===== src/hw/rtl/rcp_pkg.sv =====
// ---------------------------------------------------------------------------
// RESP command parser package
// Item types, parse phase codes, character constants and configuration
// defaults shared by the parser modules.
// ---------------------------------------------------------------------------
package rcp_pkg;

    // Default bulk string limit; the top level hands it down as a parameter.
    localparam int unsigned MAX_STRING_BYTES_DEFAULT = 255;

    // Configuration register defaults.
    localparam logic [15:0] ADDRESS_MASK_RESET   = 16'hFFFF;
    localparam logic [15:0] ADDRESS_OFFSET_RESET = 16'h0000;

    // Configuration register indexes.
    typedef enum logic [0:0] {
        CFG_ADDRESS_MASK   = 1'b0,
        CFG_ADDRESS_OFFSET = 1'b1
    } cfg_index_t;

    // Protocol characters.
    localparam logic [7:0] CH_CR     = 8'h0D;
    localparam logic [7:0] CH_LF     = 8'h0A;
    localparam logic [7:0] CH_STAR   = 8'h2A;
    localparam logic [7:0] CH_DOLLAR = 8'h24;
    localparam logic [7:0] CH_PLUS   = 8'h2B;
    localparam logic [7:0] CH_MINUS  = 8'h2D;
    localparam logic [7:0] CH_ZERO   = 8'h30;
    localparam logic [7:0] CH_NINE   = 8'h39;

    // Command names that are recognized.
    localparam logic [7:0] GET_TEXT [3] = '{8'h47, 8'h45, 8'h54};
    localparam logic [7:0] SET_TEXT [3] = '{8'h53, 8'h45, 8'h54};

    // Parse phases, one-hot.
    typedef enum logic [7:0] {
        PH_IDLE     = 8'b0000_0001,
        PH_ARR_HDR  = 8'b0000_0010,
        PH_BULK_HDR = 8'b0000_0100,
        PH_BODY     = 8'b0000_1000,
        PH_TRAIL    = 8'b0001_0000,
        PH_WANT_LF  = 8'b0010_0000,
        PH_LINE     = 8'b0100_0000,
        PH_ERRLINE  = 8'b1000_0000
    } phase_t;

    // Per-message flags.
    typedef struct packed {
        logic too_long;
        logic is_error;
        logic has_response;
        logic is_set;
        logic is_get;
    } msg_flags_t;

    // One input item: a payload byte and its end-of-message mark.
    typedef struct packed {
        logic [7:0] data_byte;
        logic       last_byte;
    } in_item_t;

    // One result item: the message summary.
    typedef struct packed {
        logic        is_get;
        logic        is_set;
        logic        has_response;
        logic        is_error;
        logic [31:0] key_word;
        logic [7:0]  key_length;
        logic [15:0] key_address;
        logic [31:0] value_word;
        logic [7:0]  value_length;
        logic [31:0] response_word;
        logic        too_long;
    } out_item_t;

endpackage


===== src/hw/rtl/rcp_stream_if.sv =====
// ---------------------------------------------------------------------------
// RESP parser stream channel
// Valid/ready channel carrying one payload item per handshake.
// ---------------------------------------------------------------------------
interface rcp_stream_if #(
    parameter type payload_t = logic [7:0]
);
    logic     valid;
    logic     ready;
    payload_t data;

    modport source (output valid, output data, input ready);
    modport sink   (input valid, input data, output ready);
endinterface


===== src/hw/rtl/rcp_input_stage.sv =====
// ---------------------------------------------------------------------------
// RESP parser input stage
// Registers one incoming byte item; a new item is taken in the same cycle
// the held one moves on to the parser.
// ---------------------------------------------------------------------------
module rcp_input_stage (
    input  logic             clk,
    input  logic             rst_n,
    rcp_stream_if.sink       byte_stream,
    input  logic             advance,
    output logic             item_valid,
    output rcp_pkg::in_item_t item
);
    import rcp_pkg::*;

    logic     valid_reg;
    logic     valid_next;
    in_item_t item_reg;

    // Free when empty or when the held item is consumed this cycle.
    assign byte_stream.ready = !valid_reg || advance;

    always_comb
    begin
        valid_next = valid_reg;
        if (byte_stream.ready)
        begin
            valid_next = byte_stream.valid;
        end
    end

    // Valid flag.
    always_ff @(posedge clk or negedge rst_n)
    begin
        if (!rst_n)
        begin
            valid_reg <= 1'b0;
        end
        else
        begin
            valid_reg <= valid_next;
        end
    end

    // Payload register.
    always_ff @(posedge clk)
    begin
        if (byte_stream.ready && byte_stream.valid)
        begin
            item_reg <= byte_stream.data;
        end
    end

    assign item_valid = valid_reg;
    assign item       = item_reg;

    // A consumed item must have been present.
    a_advance_has_item: assert property (@(posedge clk) disable iff (!rst_n)
        advance |-> valid_reg)
        else $error("input stage advanced without an item");

endmodule


===== src/hw/rtl/rcp_parser.sv =====
// ---------------------------------------------------------------------------
// RESP parser core
// Holds the message parse state, updates it for one byte per cycle when
// advanced and forms the message summary when a message's last byte passes.
// ---------------------------------------------------------------------------
module rcp_parser #(
    parameter int unsigned MAX_STRING_BYTES = rcp_pkg::MAX_STRING_BYTES_DEFAULT
) (
    input  logic              clk,
    input  logic              rst_n,
    input  logic              advance,
    input  rcp_pkg::in_item_t item,
    input  logic [15:0]       address_mask,
    input  logic [15:0]       address_offset,
    output rcp_pkg::out_item_t result
);
    import rcp_pkg::*;

    // String position saturates one past the limit.
    localparam int unsigned POS_W  = $clog2(MAX_STRING_BYTES + 2);
    localparam logic [POS_W-1:0] POS_SAT = POS_W'(MAX_STRING_BYTES + 1);

    phase_t           phase_reg,     phase_next;
    logic [15:0]      acc_reg,       acc_next;
    logic             neg_reg,       neg_next;
    logic [15:0]      elems_reg,     elems_next;
    logic [15:0]      remain_reg,    remain_next;
    logic [15:0]      mid_tgt_reg,   mid_tgt_next;
    logic [POS_W-1:0] pos_reg,       pos_next;
    logic             three_reg,     three_next;
    logic [7:0]       cur_len_reg,   cur_len_next;
    logic [31:0]      word_reg,      word_next;
    logic [7:0]       mid_reg,       mid_next;
    logic [1:0]       match_reg,     match_next;
    msg_flags_t       flags_reg,     flags_next;
    logic [31:0]      key_word_reg,  key_word_next;
    logic [7:0]       key_len_reg,   key_len_next;
    logic [7:0]       key_mid_reg,   key_mid_next;
    logic [31:0]      val_word_reg,  val_word_next;
    logic [7:0]       val_len_reg,   val_len_next;
    logic [31:0]      resp_word_reg, resp_word_next;

    // Byte capture into the current string.
    logic [7:0]       b;
    logic [31:0]      cap_word;
    logic [1:0]       cap_match;
    logic [POS_W-1:0] pos_inc;

    always_comb
    begin
        b        = item.data_byte;
        cap_word = word_reg;
        cap_match = match_reg;
        if (pos_reg < POS_W'(4))
        begin
            unique case (pos_reg[1:0])
                2'd0:    cap_word[31:24] = b;
                2'd1:    cap_word[23:16] = b;
                2'd2:    cap_word[15:8]  = b;
                default: cap_word[7:0]   = b;
            endcase
        end
        if (pos_reg < POS_W'(3))
        begin
            if (b != GET_TEXT[pos_reg[1:0]])
            begin
                cap_match[0] = 1'b0;
            end
            if (b != SET_TEXT[pos_reg[1:0]])
            begin
                cap_match[1] = 1'b0;
            end
        end
        pos_inc = (pos_reg == POS_SAT) ? pos_reg : pos_reg + POS_W'(1);
    end

    // Next-state logic for one accepted byte.
    logic        do_dispatch;
    logic        do_finish;
    logic [31:0] fin_word;
    logic [1:0]  fin_match;
    logic        fin_three;
    logic [7:0]  fin_len;
    logic [7:0]  fin_mid;
    logic [19:0] acc_prod;
    logic [15:0] key_addr_raw;

    always_comb
    begin
        phase_next     = phase_reg;
        acc_next       = acc_reg;
        neg_next       = neg_reg;
        elems_next     = elems_reg;
        remain_next    = remain_reg;
        mid_tgt_next   = mid_tgt_reg;
        pos_next       = pos_reg;
        three_next     = three_reg;
        cur_len_next   = cur_len_reg;
        word_next      = word_reg;
        mid_next       = mid_reg;
        match_next     = match_reg;
        flags_next     = flags_reg;
        key_word_next  = key_word_reg;
        key_len_next   = key_len_reg;
        key_mid_next   = key_mid_reg;
        val_word_next  = val_word_reg;
        val_len_next   = val_len_reg;
        resp_word_next = resp_word_reg;
        do_dispatch    = 1'b0;
        do_finish      = 1'b0;
        fin_word       = cap_word;
        fin_match      = cap_match;
        fin_three      = three_reg;
        fin_len        = cur_len_reg;
        fin_mid        = mid_reg;
        acc_prod       = 20'(acc_reg) * 20'd10 + 20'(b - CH_ZERO);

        unique case (phase_reg)
            PH_ARR_HDR, PH_BULK_HDR:
            begin
                if (b >= CH_ZERO && b <= CH_NINE)
                begin
                    if (acc_prod > 20'hFFFF)
                    begin
                        acc_next = 16'hFFFF;
                        flags_next.too_long = 1'b1;
                    end
                    else
                    begin
                        acc_next = acc_prod[15:0];
                    end
                end
                else if (b == CH_MINUS)
                begin
                    neg_next = 1'b1;
                end
                else if (b == CH_LF)
                begin
                    if (phase_reg == PH_ARR_HDR)
                    begin
                        elems_next = neg_reg ? 16'd0 : acc_reg;
                        phase_next = PH_IDLE;
                    end
                    else if (neg_reg)
                    begin
                        // Null bulk string only uses up an element.
                        elems_next = elems_reg - 16'd1;
                        phase_next = PH_IDLE;
                    end
                    else
                    begin
                        cur_len_next = (acc_reg > 16'd255) ? 8'd255 : acc_reg[7:0];
                        if (32'(acc_reg) > MAX_STRING_BYTES)
                        begin
                            flags_next.too_long = 1'b1;
                        end
                        remain_next  = acc_reg;
                        mid_tgt_next = acc_reg - (acc_reg >> 1);
                        three_next   = (acc_reg == 16'd3);
                        pos_next     = '0;
                        word_next    = '0;
                        mid_next     = '0;
                        match_next   = 2'b11;
                        if (acc_reg == 16'd0)
                        begin
                            // Empty string is classified at once.
                            do_finish = 1'b1;
                            fin_word  = '0;
                            fin_match = 2'b11;
                            fin_three = 1'b0;
                            fin_len   = 8'd0;
                            fin_mid   = 8'd0;
                        end
                        else
                        begin
                            phase_next = PH_BODY;
                        end
                    end
                end
            end
            PH_BODY:
            begin
                word_next  = cap_word;
                match_next = cap_match;
                pos_next   = pos_inc;
                if (remain_reg == mid_tgt_reg)
                begin
                    mid_next = b;
                    fin_mid  = b;
                end
                remain_next = remain_reg - 16'd1;
                if (remain_reg == 16'd1)
                begin
                    do_finish = 1'b1;
                end
            end
            PH_TRAIL:
            begin
                if (b == CH_CR)
                begin
                    phase_next = PH_WANT_LF;
                end
                else
                begin
                    do_dispatch = 1'b1;
                end
            end
            PH_WANT_LF:
            begin
                if (b == CH_LF)
                begin
                    phase_next = PH_IDLE;
                end
                else
                begin
                    do_dispatch = 1'b1;
                end
            end
            PH_LINE:
            begin
                if (b == CH_CR)
                begin
                    resp_word_next          = word_reg;
                    flags_next.is_set       = 1'b1;
                    flags_next.has_response = 1'b1;
                    phase_next              = PH_WANT_LF;
                end
                else
                begin
                    word_next  = cap_word;
                    match_next = cap_match;
                    pos_next   = pos_inc;
                    if (32'(pos_inc) > MAX_STRING_BYTES)
                    begin
                        flags_next.too_long = 1'b1;
                    end
                end
            end
            PH_ERRLINE:
            begin
                if (b == CH_CR)
                begin
                    phase_next = PH_WANT_LF;
                end
            end
            default:
            begin
                do_dispatch = 1'b1;
            end
        endcase

        // Start of a new element.
        if (do_dispatch)
        begin
            acc_next = '0;
            neg_next = 1'b0;
            priority if (b == CH_STAR)
            begin
                phase_next = PH_ARR_HDR;
            end
            else if (b == CH_DOLLAR)
            begin
                phase_next = PH_BULK_HDR;
            end
            else if (b == CH_PLUS)
            begin
                pos_next   = '0;
                word_next  = '0;
                mid_next   = '0;
                match_next = 2'b11;
                phase_next = PH_LINE;
            end
            else if (b == CH_MINUS)
            begin
                flags_next.is_error = 1'b1;
                phase_next          = PH_ERRLINE;
            end
            else
            begin
                phase_next = PH_IDLE;
            end
        end

        // Classify a completed bulk string.
        if (do_finish)
        begin
            priority if (fin_three && fin_match[0])
            begin
                flags_next.is_get = 1'b1;
            end
            else if (fin_three && fin_match[1])
            begin
                flags_next.is_set = 1'b1;
            end
            else if ((flags_reg.is_get && elems_reg == 16'd1) ||
                     (flags_reg.is_set && elems_reg == 16'd2))
            begin
                key_word_next = fin_word;
                key_len_next  = fin_len;
                key_mid_next  = fin_mid;
            end
            else if (flags_reg.is_set)
            begin
                val_word_next = fin_word;
                val_len_next  = fin_len;
            end
            else
            begin
                resp_word_next          = fin_word;
                flags_next.is_get       = 1'b1;
                flags_next.has_response = 1'b1;
            end
            elems_next = elems_reg - 16'd1;
            phase_next = PH_TRAIL;
        end

        // Summary from the state after this byte.
        key_addr_raw         = {key_word_next[31:24], key_mid_next};
        result.is_get        = flags_next.is_get;
        result.is_set        = flags_next.is_set;
        result.has_response  = flags_next.has_response;
        result.is_error      = flags_next.is_error;
        result.key_word      = key_word_next;
        result.key_length    = key_len_next;
        result.key_address   = (key_addr_raw & address_mask) + address_offset;
        result.value_word    = val_word_next;
        result.value_length  = val_len_next;
        result.response_word = resp_word_next;
        result.too_long      = flags_next.too_long;

        // The parser starts over after every message.
        if (item.last_byte)
        begin
            phase_next     = PH_IDLE;
            acc_next       = '0;
            neg_next       = 1'b0;
            elems_next     = '0;
            remain_next    = '0;
            mid_tgt_next   = '0;
            pos_next       = '0;
            three_next     = 1'b0;
            cur_len_next   = '0;
            word_next      = '0;
            mid_next       = '0;
            match_next     = 2'b11;
            flags_next     = '0;
            key_word_next  = '0;
            key_len_next   = '0;
            key_mid_next   = '0;
            val_word_next  = '0;
            val_len_next   = '0;
            resp_word_next = '0;
        end
    end

    // Parse state registers.
    always_ff @(posedge clk or negedge rst_n)
    begin
        if (!rst_n)
        begin
            phase_reg     <= PH_IDLE;
            acc_reg       <= '0;
            neg_reg       <= 1'b0;
            elems_reg     <= '0;
            remain_reg    <= '0;
            mid_tgt_reg   <= '0;
            pos_reg       <= '0;
            three_reg     <= 1'b0;
            cur_len_reg   <= '0;
            word_reg      <= '0;
            mid_reg       <= '0;
            match_reg     <= 2'b11;
            flags_reg     <= '0;
            key_word_reg  <= '0;
            key_len_reg   <= '0;
            key_mid_reg   <= '0;
            val_word_reg  <= '0;
            val_len_reg   <= '0;
            resp_word_reg <= '0;
        end
        else if (advance)
        begin
            phase_reg     <= phase_next;
            acc_reg       <= acc_next;
            neg_reg       <= neg_next;
            elems_reg     <= elems_next;
            remain_reg    <= remain_next;
            mid_tgt_reg   <= mid_tgt_next;
            pos_reg       <= pos_next;
            three_reg     <= three_next;
            cur_len_reg   <= cur_len_next;
            word_reg      <= word_next;
            mid_reg       <= mid_next;
            match_reg     <= match_next;
            flags_reg     <= flags_next;
            key_word_reg  <= key_word_next;
            key_len_reg   <= key_len_next;
            key_mid_reg   <= key_mid_next;
            val_word_reg  <= val_word_next;
            val_len_reg   <= val_len_next;
            resp_word_reg <= resp_word_next;
        end
    end

    // A message end leaves the parser idle with no flags.
    a_clear_after_last: assert property (@(posedge clk) disable iff (!rst_n)
        advance && item.last_byte |=> phase_reg == PH_IDLE && flags_reg == '0)
        else $error("parser state not cleared after message end");

    // Phase register stays one-hot.
    a_phase_onehot: assert property (@(posedge clk) disable iff (!rst_n)
        $onehot(phase_reg))
        else $error("parse phase not one-hot");

    // A string body is only entered with bytes still to come.
    a_body_nonempty: assert property (@(posedge clk) disable iff (!rst_n)
        phase_reg == PH_BODY |-> remain_reg != 16'd0)
        else $error("string body with no bytes remaining");

endmodule


===== src/hw/rtl/rcp_result_reg.sv =====
// ---------------------------------------------------------------------------
// RESP parser result register
// Holds one message summary until the downstream side takes it.
// ---------------------------------------------------------------------------
module rcp_result_reg (
    input  logic               clk,
    input  logic               rst_n,
    input  logic               load,
    input  rcp_pkg::out_item_t result,
    output logic               can_load,
    rcp_stream_if.source       summary
);
    import rcp_pkg::*;

    logic      valid_reg;
    logic      valid_next;
    out_item_t data_reg;

    // Room when empty or when the held item leaves this cycle.
    assign can_load = !valid_reg || summary.ready;

    always_comb
    begin
        valid_next = valid_reg;
        if (load)
        begin
            valid_next = 1'b1;
        end
        else if (summary.ready)
        begin
            valid_next = 1'b0;
        end
    end

    // Valid flag.
    always_ff @(posedge clk or negedge rst_n)
    begin
        if (!rst_n)
        begin
            valid_reg <= 1'b0;
        end
        else
        begin
            valid_reg <= valid_next;
        end
    end

    // Summary payload.
    always_ff @(posedge clk)
    begin
        if (load)
        begin
            data_reg <= result;
        end
    end

    assign summary.valid = valid_reg;
    assign summary.data  = data_reg;

    // A held summary is never overwritten before it is taken.
    a_no_overwrite: assert property (@(posedge clk) disable iff (!rst_n)
        load |-> !valid_reg || summary.ready)
        else $error("result register overwritten while held");

endmodule


===== src/hw/rtl/resp_command_parser.sv =====
// ---------------------------------------------------------------------------
// RESP command parser
// Byte-stream parser for RESP messages producing one summary per message.
// ---------------------------------------------------------------------------
// One payload byte is taken per cycle. Each byte is registered, then the
// parse state is updated from it; the byte that ends a message also loads
// the summary register as it moves on, so a summary is offered in the cycle
// after its last byte leaves the input register. Intake pauses only when a
// last byte waits while the previous summary has not yet been taken.
// Configuration writes should be made while no message is in flight.
module resp_command_parser #(
    parameter int unsigned MAX_STRING_BYTES = rcp_pkg::MAX_STRING_BYTES_DEFAULT
) (
    input  logic                clk,
    input  logic                rst_n,
    rcp_stream_if.sink          byte_stream,
    rcp_stream_if.source        summary,
    input  logic                cfg_write,
    input  rcp_pkg::cfg_index_t cfg_index,
    input  logic [15:0]         cfg_data
);
    import rcp_pkg::*;

    logic [15:0] address_mask_reg;
    logic [15:0] address_offset_reg;
    logic        item_valid;
    in_item_t    item;
    logic        advance;
    logic        can_load;
    out_item_t   result;

    // Configuration registers.
    always_ff @(posedge clk or negedge rst_n)
    begin
        if (!rst_n)
        begin
            address_mask_reg   <= ADDRESS_MASK_RESET;
            address_offset_reg <= ADDRESS_OFFSET_RESET;
        end
        else if (cfg_write)
        begin
            unique case (cfg_index)
                CFG_ADDRESS_MASK:   address_mask_reg   <= cfg_data;
                CFG_ADDRESS_OFFSET: address_offset_reg <= cfg_data;
                default:            address_mask_reg   <= address_mask_reg;
            endcase
        end
    end

    // A byte moves on unless it ends a message and the summary slot is full and not being taken.
    assign advance = item_valid && (!item.last_byte || can_load);

    rcp_input_stage u_input (
        .clk         (clk),
        .rst_n       (rst_n),
        .byte_stream (byte_stream),
        .advance     (advance),
        .item_valid  (item_valid),
        .item        (item)
    );

    rcp_parser #(
        .MAX_STRING_BYTES (MAX_STRING_BYTES)
    ) u_parser (
        .clk            (clk),
        .rst_n          (rst_n),
        .advance        (advance),
        .item           (item),
        .address_mask   (address_mask_reg),
        .address_offset (address_offset_reg),
        .result         (result)
    );

    rcp_result_reg u_result (
        .clk      (clk),
        .rst_n    (rst_n),
        .load     (advance && item.last_byte),
        .result   (result),
        .can_load (can_load),
        .summary  (summary)
    );

    // A byte that ends a message must produce a summary next cycle.
    a_summary_follows: assert property (@(posedge clk) disable iff (!rst_n)
        advance && item.last_byte |=> summary.valid)
        else $error("message end did not produce a summary");

endmodule

===== src/flat_wrapper.sv =====
// flat-port wrapper written by rule: the top's interface ports become plain ports
module resp_command_parser_flat import rcp_pkg::*;
#(
    parameter int unsigned MAX_STRING_BYTES = rcp_pkg::MAX_STRING_BYTES_DEFAULT
)
  (clk, rst_n, cfg_write, cfg_index, cfg_data, byte_stream_valid, byte_stream_data, byte_stream_ready, summary_valid, summary_data, summary_ready);
  rcp_stream_if byte_stream_i ();
  rcp_stream_if summary_i ();
  input  logic clk;
  input  logic rst_n;
  input  logic cfg_write;
  input  rcp_pkg::cfg_index_t cfg_index;
  input  logic [15:0] cfg_data;
  input wire logic [$bits(byte_stream_i.valid)-1:0] byte_stream_valid;
  input wire logic [$bits(byte_stream_i.data)-1:0] byte_stream_data;
  output wire logic [$bits(byte_stream_i.ready)-1:0] byte_stream_ready;
  output wire logic [$bits(summary_i.valid)-1:0] summary_valid;
  output wire logic [$bits(summary_i.data)-1:0] summary_data;
  input wire logic [$bits(summary_i.ready)-1:0] summary_ready;
  assign byte_stream_i.valid = byte_stream_valid;
  assign byte_stream_i.data = byte_stream_data;
  assign byte_stream_ready = byte_stream_i.ready;
  assign summary_valid = summary_i.valid;
  assign summary_data = summary_i.data;
  assign summary_i.ready = summary_ready;
  resp_command_parser #(.MAX_STRING_BYTES(MAX_STRING_BYTES)) u_core (.clk(clk), .rst_n(rst_n), .byte_stream(byte_stream_i), .summary(summary_i), .cfg_write(cfg_write), .cfg_index(cfg_index), .cfg_data(cfg_data));
endmodule

===== config.mk =====
export PLATFORM = sky130hd
export DESIGN_NAME = resp_command_parser_flat
export DESIGN_NICKNAME = d
export VERILOG_FILES = /design/src/hw/rtl/rcp_pkg.sv /design/src/hw/rtl/rcp_stream_if.sv /design/src/hw/rtl/rcp_input_stage.sv /design/src/hw/rtl/rcp_parser.sv /design/src/hw/rtl/rcp_result_reg.sv /design/src/hw/rtl/resp_command_parser.sv /design/src/flat_wrapper.sv
export SDC_FILE = /design/constraint.sdc
export NUM_CORES = 1
export LEC_CHECK = 0
export ABC_AREA = 1
export BUFFER_PORTS_ARGS = -buffer_cell sky130_fd_sc_hd__clkbuf_2
export CELL_PAD_IN_SITES_DETAIL_PLACEMENT = 0
export CELL_PAD_IN_SITES_GLOBAL_PLACEMENT = 2
export CORE_MARGIN = 2
export CORE_UTILIZATION = 36
export CTS_CLUSTER_SIZE = 16
export DETAILED_ROUTE_END_ITERATION = 8
export PLACE_DENSITY_LB_ADDON = 0.2
export SLEW_MARGIN = 30
export SYNTH_ARGS = -nofsm -noshare
export SYNTH_HDL_FRONTEND = slang
export SYNTH_SLANG_ARGS = --single-unit

===== constraint.sdc =====
create_clock -name clk -period 4.7 [get_ports clk]
set_input_delay 0.47 -clock clk [delete_from_list [all_inputs] [get_ports clk]]
set_output_delay 0.47 -clock clk [all_outputs]
set_load 0.02 [all_outputs]

# After elaboration in Yosys (flattened, before gate mapping)
# Index checks and enable logic that the tools add are counted.
[word_totals] reg_bits=155 latch_bits=0 ram_bits=0 rom_bits=0 in_bits=30 elab_cells=287 mem_count=0
[classes] add_sub_neg=5 n_mul=1 n_div=0 n_lt_le_gt_ge=8 n_eq_ne=43 shifts=0 muxes=169 bitwise_logic=1 reduce_logical=40
[ops] op="32-bit 2-to-1 mux" count=27
[ops] op="16-bit 2-to-1 mux" count=20
[ops] op="8-bit 2-to-1 mux" count=23
[ops] op="9-bit 2-to-1 mux" count=12
[ops] op="32-bit case mux with 3 select lines" count=1
[ops] op="1-bit 2-to-1 mux" count=53
[ops] op="2-bit 2-to-1 mux" count=22
[ops] op="8-bit binary-select mux with 2-bit select" count=2
[ops] op="16-bit by 1-bit equality test with 1-bit output, second input constant" count=2
[ops] op="16-bit by 2-bit equality test with 1-bit output, second input constant" count=2
[ops] op="16-bit case mux with 2 select lines" count=1
[ops] op="16-bit by 1-bit subtractor with 16-bit output, second input constant" count=2
[ops] op="3-bit by 2-bit != test with 1-bit output, second input constant" count=10
[ops] op="7-bit by 6-bit equality test with 1-bit output, second input constant" count=4
[ops] op="9-bit case mux with 3 select lines" count=1
[ops] op="8-bit case mux with 3 select lines" count=1
[ops] op="20-bit adder" count=1
[ops] op="20-bit by 16-bit > comparator with 1-bit output, second input constant" count=1
[ops] op="5-bit by 4-bit != test with 1-bit output, second input constant" count=4
[ops] op="16-bit by 3-bit multiplier with 19-bit output, second input constant" count=1
[ops] op="3-bit nonzero test" count=6
[ops] op="16-bit by 8-bit > comparator with 1-bit output, second input constant" count=1
[ops] op="16-bit logical NOT" count=1
[ops] op="7-bit by 8-bit != test with 1-bit output" count=2
[ops] op="other kinds (45)" count=67

# Longest topological paths before layout
# Gate-level depths: netlist of run 1.
[logic_depth] depth_word=19 ltp_mapped=25 ltp_nobuf=25

# Hierarchy
# Synthesis of run 1 repeated with hierarchy kept, for this count alone.
[hier_totals] hier_cells=2821 hier_area_um2=20825.0
[by_module_without_submodules] module="rcp_parser" n_inst=1 cells_per_inst=2648 area_per_inst_um2=18883.1
[by_module_without_submodules] module="resp_command_parser" n_inst=1 cells_per_inst=144 area_per_inst_um2=1360.1
[by_module_without_submodules] module="rcp_input_stage" n_inst=1 cells_per_inst=16 area_per_inst_um2=296.5
[by_module_without_submodules] module="rcp_result_reg" n_inst=1 cells_per_inst=13 area_per_inst_um2=285.3

# Worst setup path before layout of run 1
# No wires, ideal clock.
[synth_path] path_kind="reg2reg" startpoint="register u_core.u_parser.acc_reg[1]" endpoint="register u_core.u_parser.acc_reg[10]" arrival_time_ns=3.707 t_required_ns=4.576 path_slack_ns=0.869 path_stages_with_launch=23 period_less_slack_ns=3.831 cell_sequence="dfrtp_1 -> ha_1 -> ha_1 -> inv_1 -> fa_1 -> o21ai_0 -> nand2_1 -> o211ai_1 -> a31oi_1 -> o21ai_0 -> xor2_1 -> ha_1 -> a21oi_1 -> nand2_1 -> a21oi_1 -> nand2_1 -> nand2_1 -> nand2_1 -> nor2_1 -> nand3_2 -> buf_2 -> nor2_1 -> o21ai_1"
[synth_between] elab_chain_len=8
[synth_lines] element="start, declared" line_no="rcp_parser.sv:24" source="logic [15:0] acc_reg, acc_next;"
[synth_lines] element="start signal, assigned" line_no="rcp_parser.sv:384" source="acc_reg <= acc_next;"
[synth_lines] element="16-bit by 3-bit multiplier with 19-bit output (*)" line_no="rcp_parser.sv:116" source="acc_prod = 20'(acc_reg) * 20'd10 + 20'(b - CH_ZERO);"
[synth_lines] element="20-bit adder (*)" line_no="rcp_parser.sv:116"
[synth_lines] element="20-bit by 16-bit > comparator with 1-bit output" line_no="rcp_parser.sv:123" source="if (acc_prod > 20'hFFFF)"
[synth_lines] element="16-bit 2-to-1 mux (*)" line_no="rcp_parser.sv:123"
[synth_lines] element="16-bit 2-to-1 mux (*)" line_no="rcp_parser.sv:121" source="if (b >= CH_ZERO && b <= CH_NINE)"
[synth_lines] element="16-bit 2-to-1 mux (*)" line_no="rcp_parser.sv:118" source="unique case (phase_reg)"
[synth_lines] element="16-bit 2-to-1 mux (*)" line_no="rcp_parser.sv:253" source="if (do_dispatch)"
[synth_lines] element="16-bit 2-to-1 mux (*)" line_no="rcp_parser.sv:332" source="if (item.last_byte)"
# Mark *: on every way between the ends. The rest lies on a longest branch, timed or not. The select of a mux whose other input is x is not followed.
# A chain may end at the register's enable or synchronous reset.

==> flow_summary.json, run 1 <==
{
  "status": "finished, final reports clean",
  "clock_power_share": 0.310,
  "ys_ff_latch": 104,
  "reg2reg_from": "u_core.u_parser.acc_reg[4]$_DFFE_PN0P_",
  "synthTopCellsByArea": "dfrtp_1 24%, nand2_1 14%, ha_1 8.5%",
  "via_count": 7931,
  "initial_core_util": 0.369,
  "route.detailed.drc": 0,
  "grt_max_degree": 54,
  "leakagePower_nw": 4.71,
  "multi_input_comb_area_um2": 5290,
  "cpPeakStageDelay_ns": 0.47,
  "dr.pass1.iters": 7,
  "fmax_mhz": 240,
  "wl_per_cell_um": 15.8,
  "cp.required_ns": 4.81,
  "r2r-end": "u_core.u_result.summary.data[0]$_DFFE_PP_",
  "area_growth_pct": 8.74,
  "crit_slowest_cell": "dfrtp_1",
  "die_area_um2": 25400,
  "tns_ns": 0,
  "rows": 56,
  "post-dp-hpwl_um": 19100,
  "cts_setup_buffers": 0,
  "critPathLaunch": "u_core.u_parser.acc_reg[4]$_DFFE_PN0P_",
  "cts_resized": 0,
  "ant_nets": 0,
  "finalNetCount": 1360,
  "grt_pass1_vias": 7695,
  "cp-start-kind": "flop",
  "insertion_delay_ns": 0.36,
  "min_path_type": "input port to async pin",
  "antenna_found_initial": 0,
  "drv_slew": 0,
  "avgSynthCellArea_um2": 6.96,
  "port_buffers": 21,
  "synth_top_area_cell": "dfrtp_1",
  "root_buffer": "clkbuf_16",
  "viasPerCell": 4.98,
  "synth_cell_type_count": 55,
  "grt_pass1_wl_um": 41600,
  "yosys_warnings": 0,
  "crit_fanout": 17,
  "cts.clk_slew.worst_paths_ns": 0.08,
  "seq_area_um2": 2690,
  "intPower_mw": 1.64,
  "yosysSeqAreaShare": 0.309,
  "clock_path_buffers": 2,
  "setup_viol": 0,
  "cp-end-kind": "flop",
  "synth_ff_type": "dfrtp_1",
  "crit_arrival_ns": 4.27,
  "ir_drop_mv": 0.167,
  "async_reset_ff_frac": 0.846,
  "clock_skew_ns": 0.0226,
  "switchingPower_mw": 0.891,
  "ios": 40,
  "fin_crit_ns": 4.16,
  "clkSinkCount": 104,
  "grt_usage": 0.202,
  "seqPwrFrac": 0.414,
  "crit_chain": "ha_1 > inv_1 > fa_1 > o21ai_0 > buf_4 > a21oi_1 > o21bai_1 > nand3_1 > nand2_1 > xor2_1 > inv_1 > ha_1 > a21oi_1 > o21ai_0 > a21oi_1 > nand2_1 > inv_1 > nand2_1 > nand2_1 > nand3_2 > buf_4 > nand2_1 > nand2_1",
  "finalHoldViolCount": 0,
  "timing.final.crit_share": 0.886,
  "cap_viol_max_count": 0,
  "core_um2": 23600,
  "drtIter0Drc": 530,
  "grt_overflow_total": 0,
  "fillers": 2532,
  "gp_congestion": 0.808,
  "wl_um": 25200,
  "numCtsBuffers": 9,
  "swShare": 0.352,
  "synth_commonest_cells": "323 x nand2_1, 136 x inv_1, 134 x nor2_1",
  "cts_hold_buffers": 0,
  "cp_common_cell": "nand2_1",
  "drive_above_1_share": 0.0965,
  "relSlewSlack": 0.490,
  "synth_cells": 1251,
  "synth_top_area_share": 0.244,
  "diodes": 0,
  "synth-edff-count": 16,
  "synth_area_um2": 8700,
  "synth_nets": 1342,
  "rrSetupSlack_ns": 0.54,
  "p_total_mw": 2.53,
  "combPwrFrac": 0.276,
  "worstMarginPinSlew_ns": 0.764,
  "worstSetupPathType": "flop to flop",
  "htree_levels": 3,
  "die_w_um": 159,
  "cts_tree": "done",
  "dieHeight_um": 159,
  "yosysMostFrequentCell": "nand2_1",
  "rsz0062_at_grt": "false",
  "r2r_cells": 23,
  "power_density_nw_per_um2": 268
}
## cell type report
cell class | count | share of cell area
multi-input cells | 965 | 0.559
repair buffers | 35 | 0.0225
clock buffers | 11 | 0.0268
inverters | 154 | 0.0612
clock inverters | 5 | 0.00489
well taps | 319 | 0.0422
flip-flops and latches | 104 | 0.284
## power groups by stage
stage | logic [mW] | registers [mW] | clock network (mW)
after floorplan | 0.546 | 1.05 | 0
after global placement | 0.696 | 1.07 | 0
after detailed placement | 0.703 | 1.07 | 0
after CTS | 0.705 | 1.05 | 0.816
after global routing | 0.792 | 1.06 | 0.840
final | 0.699 | 1.05 | 0.786
## logic make-up (layout without fill, tap and decap cells)
| kind of cell | after synthesis | after routing | synth area share |
|---|---|---|---|
| flops | 104 | 104 | 0.309 |
| compound gates | 242 | 242 | 0.162 |
| xor+xnor | 45 | 45 | 0.0453 |
| buf+inv | 182 | 205 | 0.0840 |
| fa+ha+maj | 61 | 61 | 0.0894 |
| simple gates | 617 | 617 | 0.311 |
## metrics by stage
step | hold WS, ns | area (µm²) | utilization | worst slack, ns | cells
after floorplan | 0.174 | 8700 | - | 0.869 | 1251
after detailed placement | 0.466 | 9160 | 0.388 | 0.464 | 1577
after global placement | 0.465 | 9160 | 0.388 | 0.491 | 1577
after global routing | 0.217 | 9460 | 0.401 | 0.229 | 1593
after CTS | 0.202 | 9460 | 0.401 | 0.476 | 1593
final | 0.166 | 9460 | 0.401 | 0.536 | 1593
## per-layer routing
metal | wire (µm) | global-route usage | vias to the layer above
met1 | 13500 | 0.308 | 3639
met3 | 869 | 0.0328 | 8
met5 | 0 | 0 | -
met4 | 159 | 0.0310 | 0
li1 | - | - | 4154
met2 | 10700 | 0.302 | 130
## worst max-delay path: cells and delay by family, from the launching register on
| kind | cells | cell delay (ns) |
|---|---|---|
| buf+inv | 5 | 0.58 |
| flops | 1 | 0.47 |
| xor+xnor | 1 | 0.19 |
| simple gates | 8 | 0.64 |
| compound gates | 6 | 0.92 |
| fa+ha+maj | 3 | 1.11 |
## worst max-delay path by stage
stage | end | slack, ns | cells after the start
final | u_core.u_result.summary.data[0]$_DFFE_PP_ | 0.54 | 23
after detailed placement | u_core.u_result.summary.data[0]$_DFFE_PP_ | 0.46 | 21
after global routing | u_core.u_result.summary.data[0]$_DFFE_PP_ | 0.23 | 21
after floorplan | u_core.u_parser.acc_reg[10]$_DFFE_PN0P_ | 0.87 | 22
after CTS | u_core.u_result.summary.data[0]$_DFFE_PP_ | 0.48 | 21
after global placement | u_core.u_result.summary.data[0]$_DFFE_PP_ | 0.49 | 21
## cells in the final DEF, fill, tap and decap left out, drive strengths merged, types with 2 or more instances in the layout
cell type,netlist,final
a31oi,6,6
dfstp,3,3
o21a,2,2
nor2,150,150
buf,15,15
nand2,333,333
o22ai,30,30
clkbuf,13,31
and3,2,2
clkinv,2,5
a22oi,4,4
nand3,90,90
o211ai,5,5
inv,152,154
ha,59,59
o21ai,124,124
or2,2,2
xnor2,14,14
nand4,12,12
and2,4,4
o31ai,4,4
xor2,31,31
nor3,18,18
a21oi,59,59
nor4,4,4
o21bai,4,4
dfrtp,85,85
fa,2,2
edfxtp,16,16
(Power assumes the default switching activity.)
==> run 2: changes to the inputs <==
- CORE_UTILIZATION: 36 -> 37
- CTS_BUF_LIST: unset -> sky130_fd_sc_hd__clkbuf_8
- REMOVE_ABC_BUFFERS: unset -> 1
==> flow_summary.json, run 2 (synthesis gave the netlist of run 1 again) <==
{
  "status": "finished, final reports clean",
  "rows": 56,
  "cts.clk_slew.worst_paths_ns": 0.11,
  "clock_path_buffers": 2,
  "clock_power_share": 0.251,
  "post-place-ws_ns": 0.427,
  "root_buffer": "clkbuf_8",
  "worstMarginPinSlew_ns": 0.813,
  "instances_no_fill": 1589,
  "ios": 40,
  "clkSinkCount": 104,
  "worstSetupPathType": "flop to flop",
  "grt_overflow_total": 0,
  "fin_crit_ns": 4.25,
  "tns_ns": 0,
  "die_area_um2": 24800,
  "route.detailed.drc": 0,
  "dieHeight_um": 157,
  "grt_usage": 0.212,
  "crit_fanout": 17,
  "cts_setup_buffers": 0,
  "antenna_found_initial": 0,
  "switchingPower_mw": 0.846,
  "fmax_mhz": 235,
  "diodes": 0,
  "seqPwrFrac": 0.451,
  "numCtsBuffers": 9,
  "cp-end-kind": "flop",
  "fin_area_um2": 9320,
  "rsz0062_at_grt": "false",
  "grt_pass1_vias": 7791,
  "ir_drop_mv": 0.126,
  "dr.pass1.iters": 6,
  "relSlewSlack": 0.458,
  "drt-met1-wl_um": 13400,
  "grt_max_degree": 58,
  "viasPerCell": 5.06,
  "wl_um": 25200,
  "htree_levels": 3,
  "cp-start-kind": "flop",
  "hold-worst-slack_ns": 0.156,
  "place_inst": 1573,
  "gp_congestion": 0.806,
  "area_growth_pct": 7.13,
  "clock_skew_ns": 0.0187,
  "min_path_type": "input port to async pin",
  "cap_viol_max_count": 0,
  "top_layer_used": "met4",
  "wl_per_cell_um": 15.8,
  "via_count": 8045,
  "cts_resized": 0,
  "cts_hold_buffers": 0,
  "setup_viol": 0,
  "crit_arrival_ns": 4.40,
  "wl_met2_um": 10700,
  "ant_nets": 0,
  "post-dp-hpwl_um": 19200,
  "final_common_cell": "nand2_1",
  "drtIter0Drc": 456,
  "drv_slew": 0,
  "swShare": 0.363,
  "initial_core_util": 0.374,
  "finalHoldViolCount": 0,
  "leakagePower_nw": 4.65,
  "dpl-instance-area_um2": 9130,
  "intPower_mw": 1.48,
  "most-common-layout-cells": "323 x nand2_1, 139 x inv_1, 134 x nor2_1",
  "power_density_nw_per_um2": 250,
  "combPwrFrac": 0.297,
  "routed-wl-met3_um": 732,
  "die_w_um": 157,
  "drive_above_1_share": 0.0921,
  "cp.required_ns": 4.85,
  "timing.final.crit_share": 0.905,
  "layout_setup_ws_ns": 0.449,
  "finalNetCount": 1356,
  "insertion_delay_ns": 0.39,
  "grt_pass1_wl_um": 41400,
  "cts_tree": "done",
  "core_um2": 23300,
  "port_buffers": 21
}
run 2: cell count changes in the layout (fill, tap and decap cells not counted), sizes merged:
cell and delta:
inv +1, clkbuf -2, bufinv +1, buf -4, clkinvlp +1, clkinv -1
run 2: final timing paths:
check,from,endpoint,slack (ns),depth (start not counted)
max,u_core.u_parser.acc_reg[2]$_DFFE_PN0P_,u_core.u_result.summary.data[0]$_DFFE_PP_,0.45,21
min,rst_n,u_core.u_parser.remain_reg[10]$_DFFE_PN0P_,0.16,1
max reg2reg,u_core.u_parser.acc_reg[2]$_DFFE_PN0P_,u_core.u_result.summary.data[0]$_DFFE_PP_,0.45,21
min reg2reg,u_core.u_parser.phase_reg[0]$_DFFE_PN1P_,u_core.u_parser.phase_reg[0]$_DFFE_PN1P_,0.49,2
max in group asynchronous,rst_n,u_core.u_parser.phase_reg[0]$_DFFE_PN1P_,3.56,2
min in group clk,byte_stream_data[4],u_core.u_input.item[4]$_DFFE_PP_,0.25,1
run 2: layer usage:
metal	global-route usage	vias to the layer above
met2	0.325	119
met3	0.0245	19
met5	0	-
met1	0.318	3763
met4	0.0481	0
li1	-	4144
run 2: critical path, stage by stage, from the launching register on:
cell	delay, ns
dfrtp_1	0.47
ha_1	0.33
inv_1	0.06
fa_1	0.45
o21ai_0	0.27
nand2_1	0.10
o211ai_1	0.13
a31oi_1	0.16
o21ai_0	0.23
xor2_1	0.25
ha_1	0.34
a21oi_1	0.22
nand2_1	0.08
a21oi_1	0.14
nand2_1	0.07
nand2_1	0.06
nand2_1	0.04
nor2_1	0.14
nand3_2	0.08
buf_4	0.21
nand2_1	0.11
nand2_1	0.07
run 2: cell type report:
cell class | count | area [µm²]
fill | 2556 | 13900
multi-input combinational | 965 | 5290
timing repair buffer | 31 | 183
clock buffer | 9 | 124
inverter | 154 | 579
sequential | 104 | 2690
tap | 319 | 399
clock inverter | 7 | 66.3
run 2: metrics by stage:
step,total power [mW],utilization
after detailed placement,1.77,0.393
after global routing,2.50,0.401
after global placement,1.76,0.393
final,2.33,0.401
after CTS,2.36,0.401
after floorplan,1.59,-
run 2: power groups by stage:
stage	Clock, mW	Sequential [mW]	Combinational [mW]
CTS	0.613	1.05	0.698
finish	0.585	1.05	0.692
global placement	0	1.07	0.696
floorplan	0	1.05	0.533
detailed placement	0	1.07	0.697
global route	0.640	1.06	0.796
==> run 3: changes to the inputs <==
- CTS_CLUSTER_SIZE: 16 -> 12
- REMOVE_ABC_BUFFERS: 1 -> unset
- clock period: 4.7 -> 4.1 ns (I/O delays scaled with it)
==> flow_summary.json, run 3 (synthesis gave the netlist of run 1 again) <==
{
  "crit_slowest_cell": "dfrtp_1",
  "cp_common_cell": "nand2_1",
  "reg2reg_from": "u_core.u_parser.acc_reg[3]$_DFFE_PN0P_",
  "drive_above_1_share": 0.122,
  "antenna_found_initial": 0,
  "final_util": 0.412,
  "diodes": 0,
  "numCtsBuffers": 9,
  "crit_arrival_ns": 3.98,
  "cap_viol_max_count": 0,
  "dpl-instance-area_um2": 9280,
  "instances_no_fill": 1609,
  "fillers": 2541,
  "whs_path_depth": 1,
  "intPower_mw": 1.66,
  "leakagePower_nw": 4.74,
  "status": "finished, final reports clean",
  "worstHoldStart": "byte_stream_data[3]",
  "timing.final.crit_share": 0.932,
  "combPwrFrac": 0.304,
  "port_buffers": 21,
  "relSlewSlack": 0.576,
  "hold_path_end": "u_core.u_input.item[3]$_DFFE_PP_",
  "cts_tree": "done",
  "drv_slew": 0,
  "area_growth_pct": 10.2,
  "crit_chain": "buf_4 > ha_1 > ha_4 > or2_2 > nand3_1 > a21oi_1 > nor2_1 > inv_1 > a31oi_1 > xnor2_1 > ha_1 > nand2_2 > nor4_2 > nand2_1 > nand3_1 > nand2_1 > inv_1 > nand3_2 > buf_12 > nand2_2 > nand2_1",
  "post-place-ws_ns": 0.0414,
  "worstSetupPathType": "flop to flop",
  "layout_setup_ws_ns": 0.277,
  "route.detailed.drc": 0,
  "ant_nets": 0,
  "post-dp-hpwl_um": 19600,
  "r2r_cells": 21,
  "setup_viol": 0,
  "cts.clk_slew.worst_paths_ns": 0.12,
  "min_path_type": "input port to flop",
  "ios": 40,
  "die_area_um2": 24800,
  "fin_crit_ns": 3.82,
  "wl_um": 25700,
  "power_density_nw_per_um2": 277,
  "dieHeight_um": 157,
  "crit_fanout": 17,
  "most-common-layout-cells": "319 x nand2_1, 137 x inv_1, 130 x nor2_1",
  "cp.required_ns": 4.26,
  "fmax_mhz": 262,
  "rrSetupSlack_ns": 0.28,
  "ir_drop_mv": 0.183,
  "via_count": 8010,
  "finalHoldViolCount": 0,
  "htree_levels": 3,
  "grt_usage": 0.216,
  "cp-start-kind": "flop",
  "grt_overflow_total": 0,
  "core_um2": 23300,
  "cp-end-kind": "flop",
  "root_buffer": "clkbuf_8",
  "r2r-end": "u_core.u_result.summary.data[0]$_DFFE_PP_",
  "switchingPower_mw": 1.00,
  "cpPeakStageDelay_ns": 0.39,
  "insertion_delay_ns": 0.40,
  "grt_pass1_vias": 7607,
  "rows": 56,
  "dr.pass1.iters": 5,
  "clkSinkCount": 104,
  "p_total_mw": 2.66,
  "swShare": 0.377,
  "initial_core_util": 0.374,
  "final_common_cell": "nand2_1",
  "seqPwrFrac": 0.452,
  "multi_input_comb_area_um2": 5400,
  "clock_path_buffers": 2,
  "tns_ns": 0,
  "fin_area_um2": 9590,
  "seq_area_um2": 2690,
  "grt_max_degree": 40,
  "die_w_um": 157,
  "clock_skew_ns": 0.0254,
  "place_inst": 1591,
  "worstMarginPinSlew_ns": 0.635,
  "gp_congestion": 0.825,
  "finalNetCount": 1376,
  "clock_power_share": 0.244,
  "drtIter0Drc": 602,
  "viasPerCell": 4.98,
  "wl_per_cell_um": 16.0,
  "grt_pass1_wl_um": 41800,
  "hold-worst-slack_ns": 0.184
}
[run 3: cell count changes in the layout (fill, tap and decap cells not counted), sizes merged]
cell / previous run / this run
dlygate4sd3: 0 / 1
bufinv: 1 / 0
inv: 155 / 156
buf: 11 / 30
[run 3: power groups by stage]
| stage | Combinational, mW | Sequential, mW | Clock [mW] |
|---|---|---|---|
| floorplan | 0.626 | 1.20 | 0 |
| global placement | 0.802 | 1.22 | 0 |
| detailed placement | 0.801 | 1.22 | 0 |
| CTS | 0.806 | 1.20 | 0.674 |
| global route | 0.921 | 1.21 | 0.713 |
| finish | 0.807 | 1.20 | 0.650 |
[run 3: metal layers]
| metal | global-route usage | vias up | part of all wire |
|---|---|---|---|
| met3 | 0.0289 | 11 | 0.025 |
| li1 | - | 4191 | - |
| met1 | 0.334 | 3695 | 0.54 |
| met4 | 0.0355 | 0 | 0.0077 |
| met2 | 0.324 | 113 | 0.43 |
| met5 | 0 | - | 0 |
[run 3: critical path: cells and delay by family, from the launching register on]
family          cells  cell delay [ns]
compound gates      2             0.25
simple gates       11             1.42
buf+inv             4             0.45
flops               1             0.39
fa+ha+maj           3             0.96
xor+xnor            1             0.12
[run 3: area by class of cell]
class                           count  area share
Clock inverter                      7     0.00561
Timing Repair Buffer               51      0.0363
Inverter                          154      0.0604
Multi-Input combinational cell    965       0.563
Tap cell                          319      0.0416
Clock buffer                        9      0.0129
Sequential cell                   104       0.280
[run 3: worst max path at each step]
stage          cells after the start                                        end  slack (ns)                                    from
2_1_floorplan                     22    u_core.u_parser.acc_reg[10]$_DFFE_PN0P_        0.27  u_core.u_parser.acc_reg[1]$_DFFE_PN0P_
3_3_place_gp                      24  u_core.u_result.summary.data[0]$_DFFE_PP_        0.05  u_core.u_parser.acc_reg[3]$_DFFE_PN0P_
3_5_place_dp                      24  u_core.u_result.summary.data[0]$_DFFE_PP_        0.04  u_core.u_parser.acc_reg[3]$_DFFE_PN0P_
4_1_cts                           24  u_core.u_result.summary.data[0]$_DFFE_PP_        0.05  u_core.u_parser.acc_reg[3]$_DFFE_PN0P_
5_1_grt                           23  u_core.u_result.summary.data[0]$_DFFE_PP_      -0.005  u_core.u_parser.acc_reg[3]$_DFFE_PN0P_
6_report                          21  u_core.u_result.summary.data[0]$_DFFE_PP_        0.28  u_core.u_parser.acc_reg[3]$_DFFE_PN0P_
[run 3: timing repair]
item / 4_1_cts / 5_1_grt
buffers inserted: 0 / 1
gates resized for setup: 0 / 23
setup endpoints to repair: 0 / 18
hold endpoints to repair: 22 / 0
hold buffers: 1 / 0
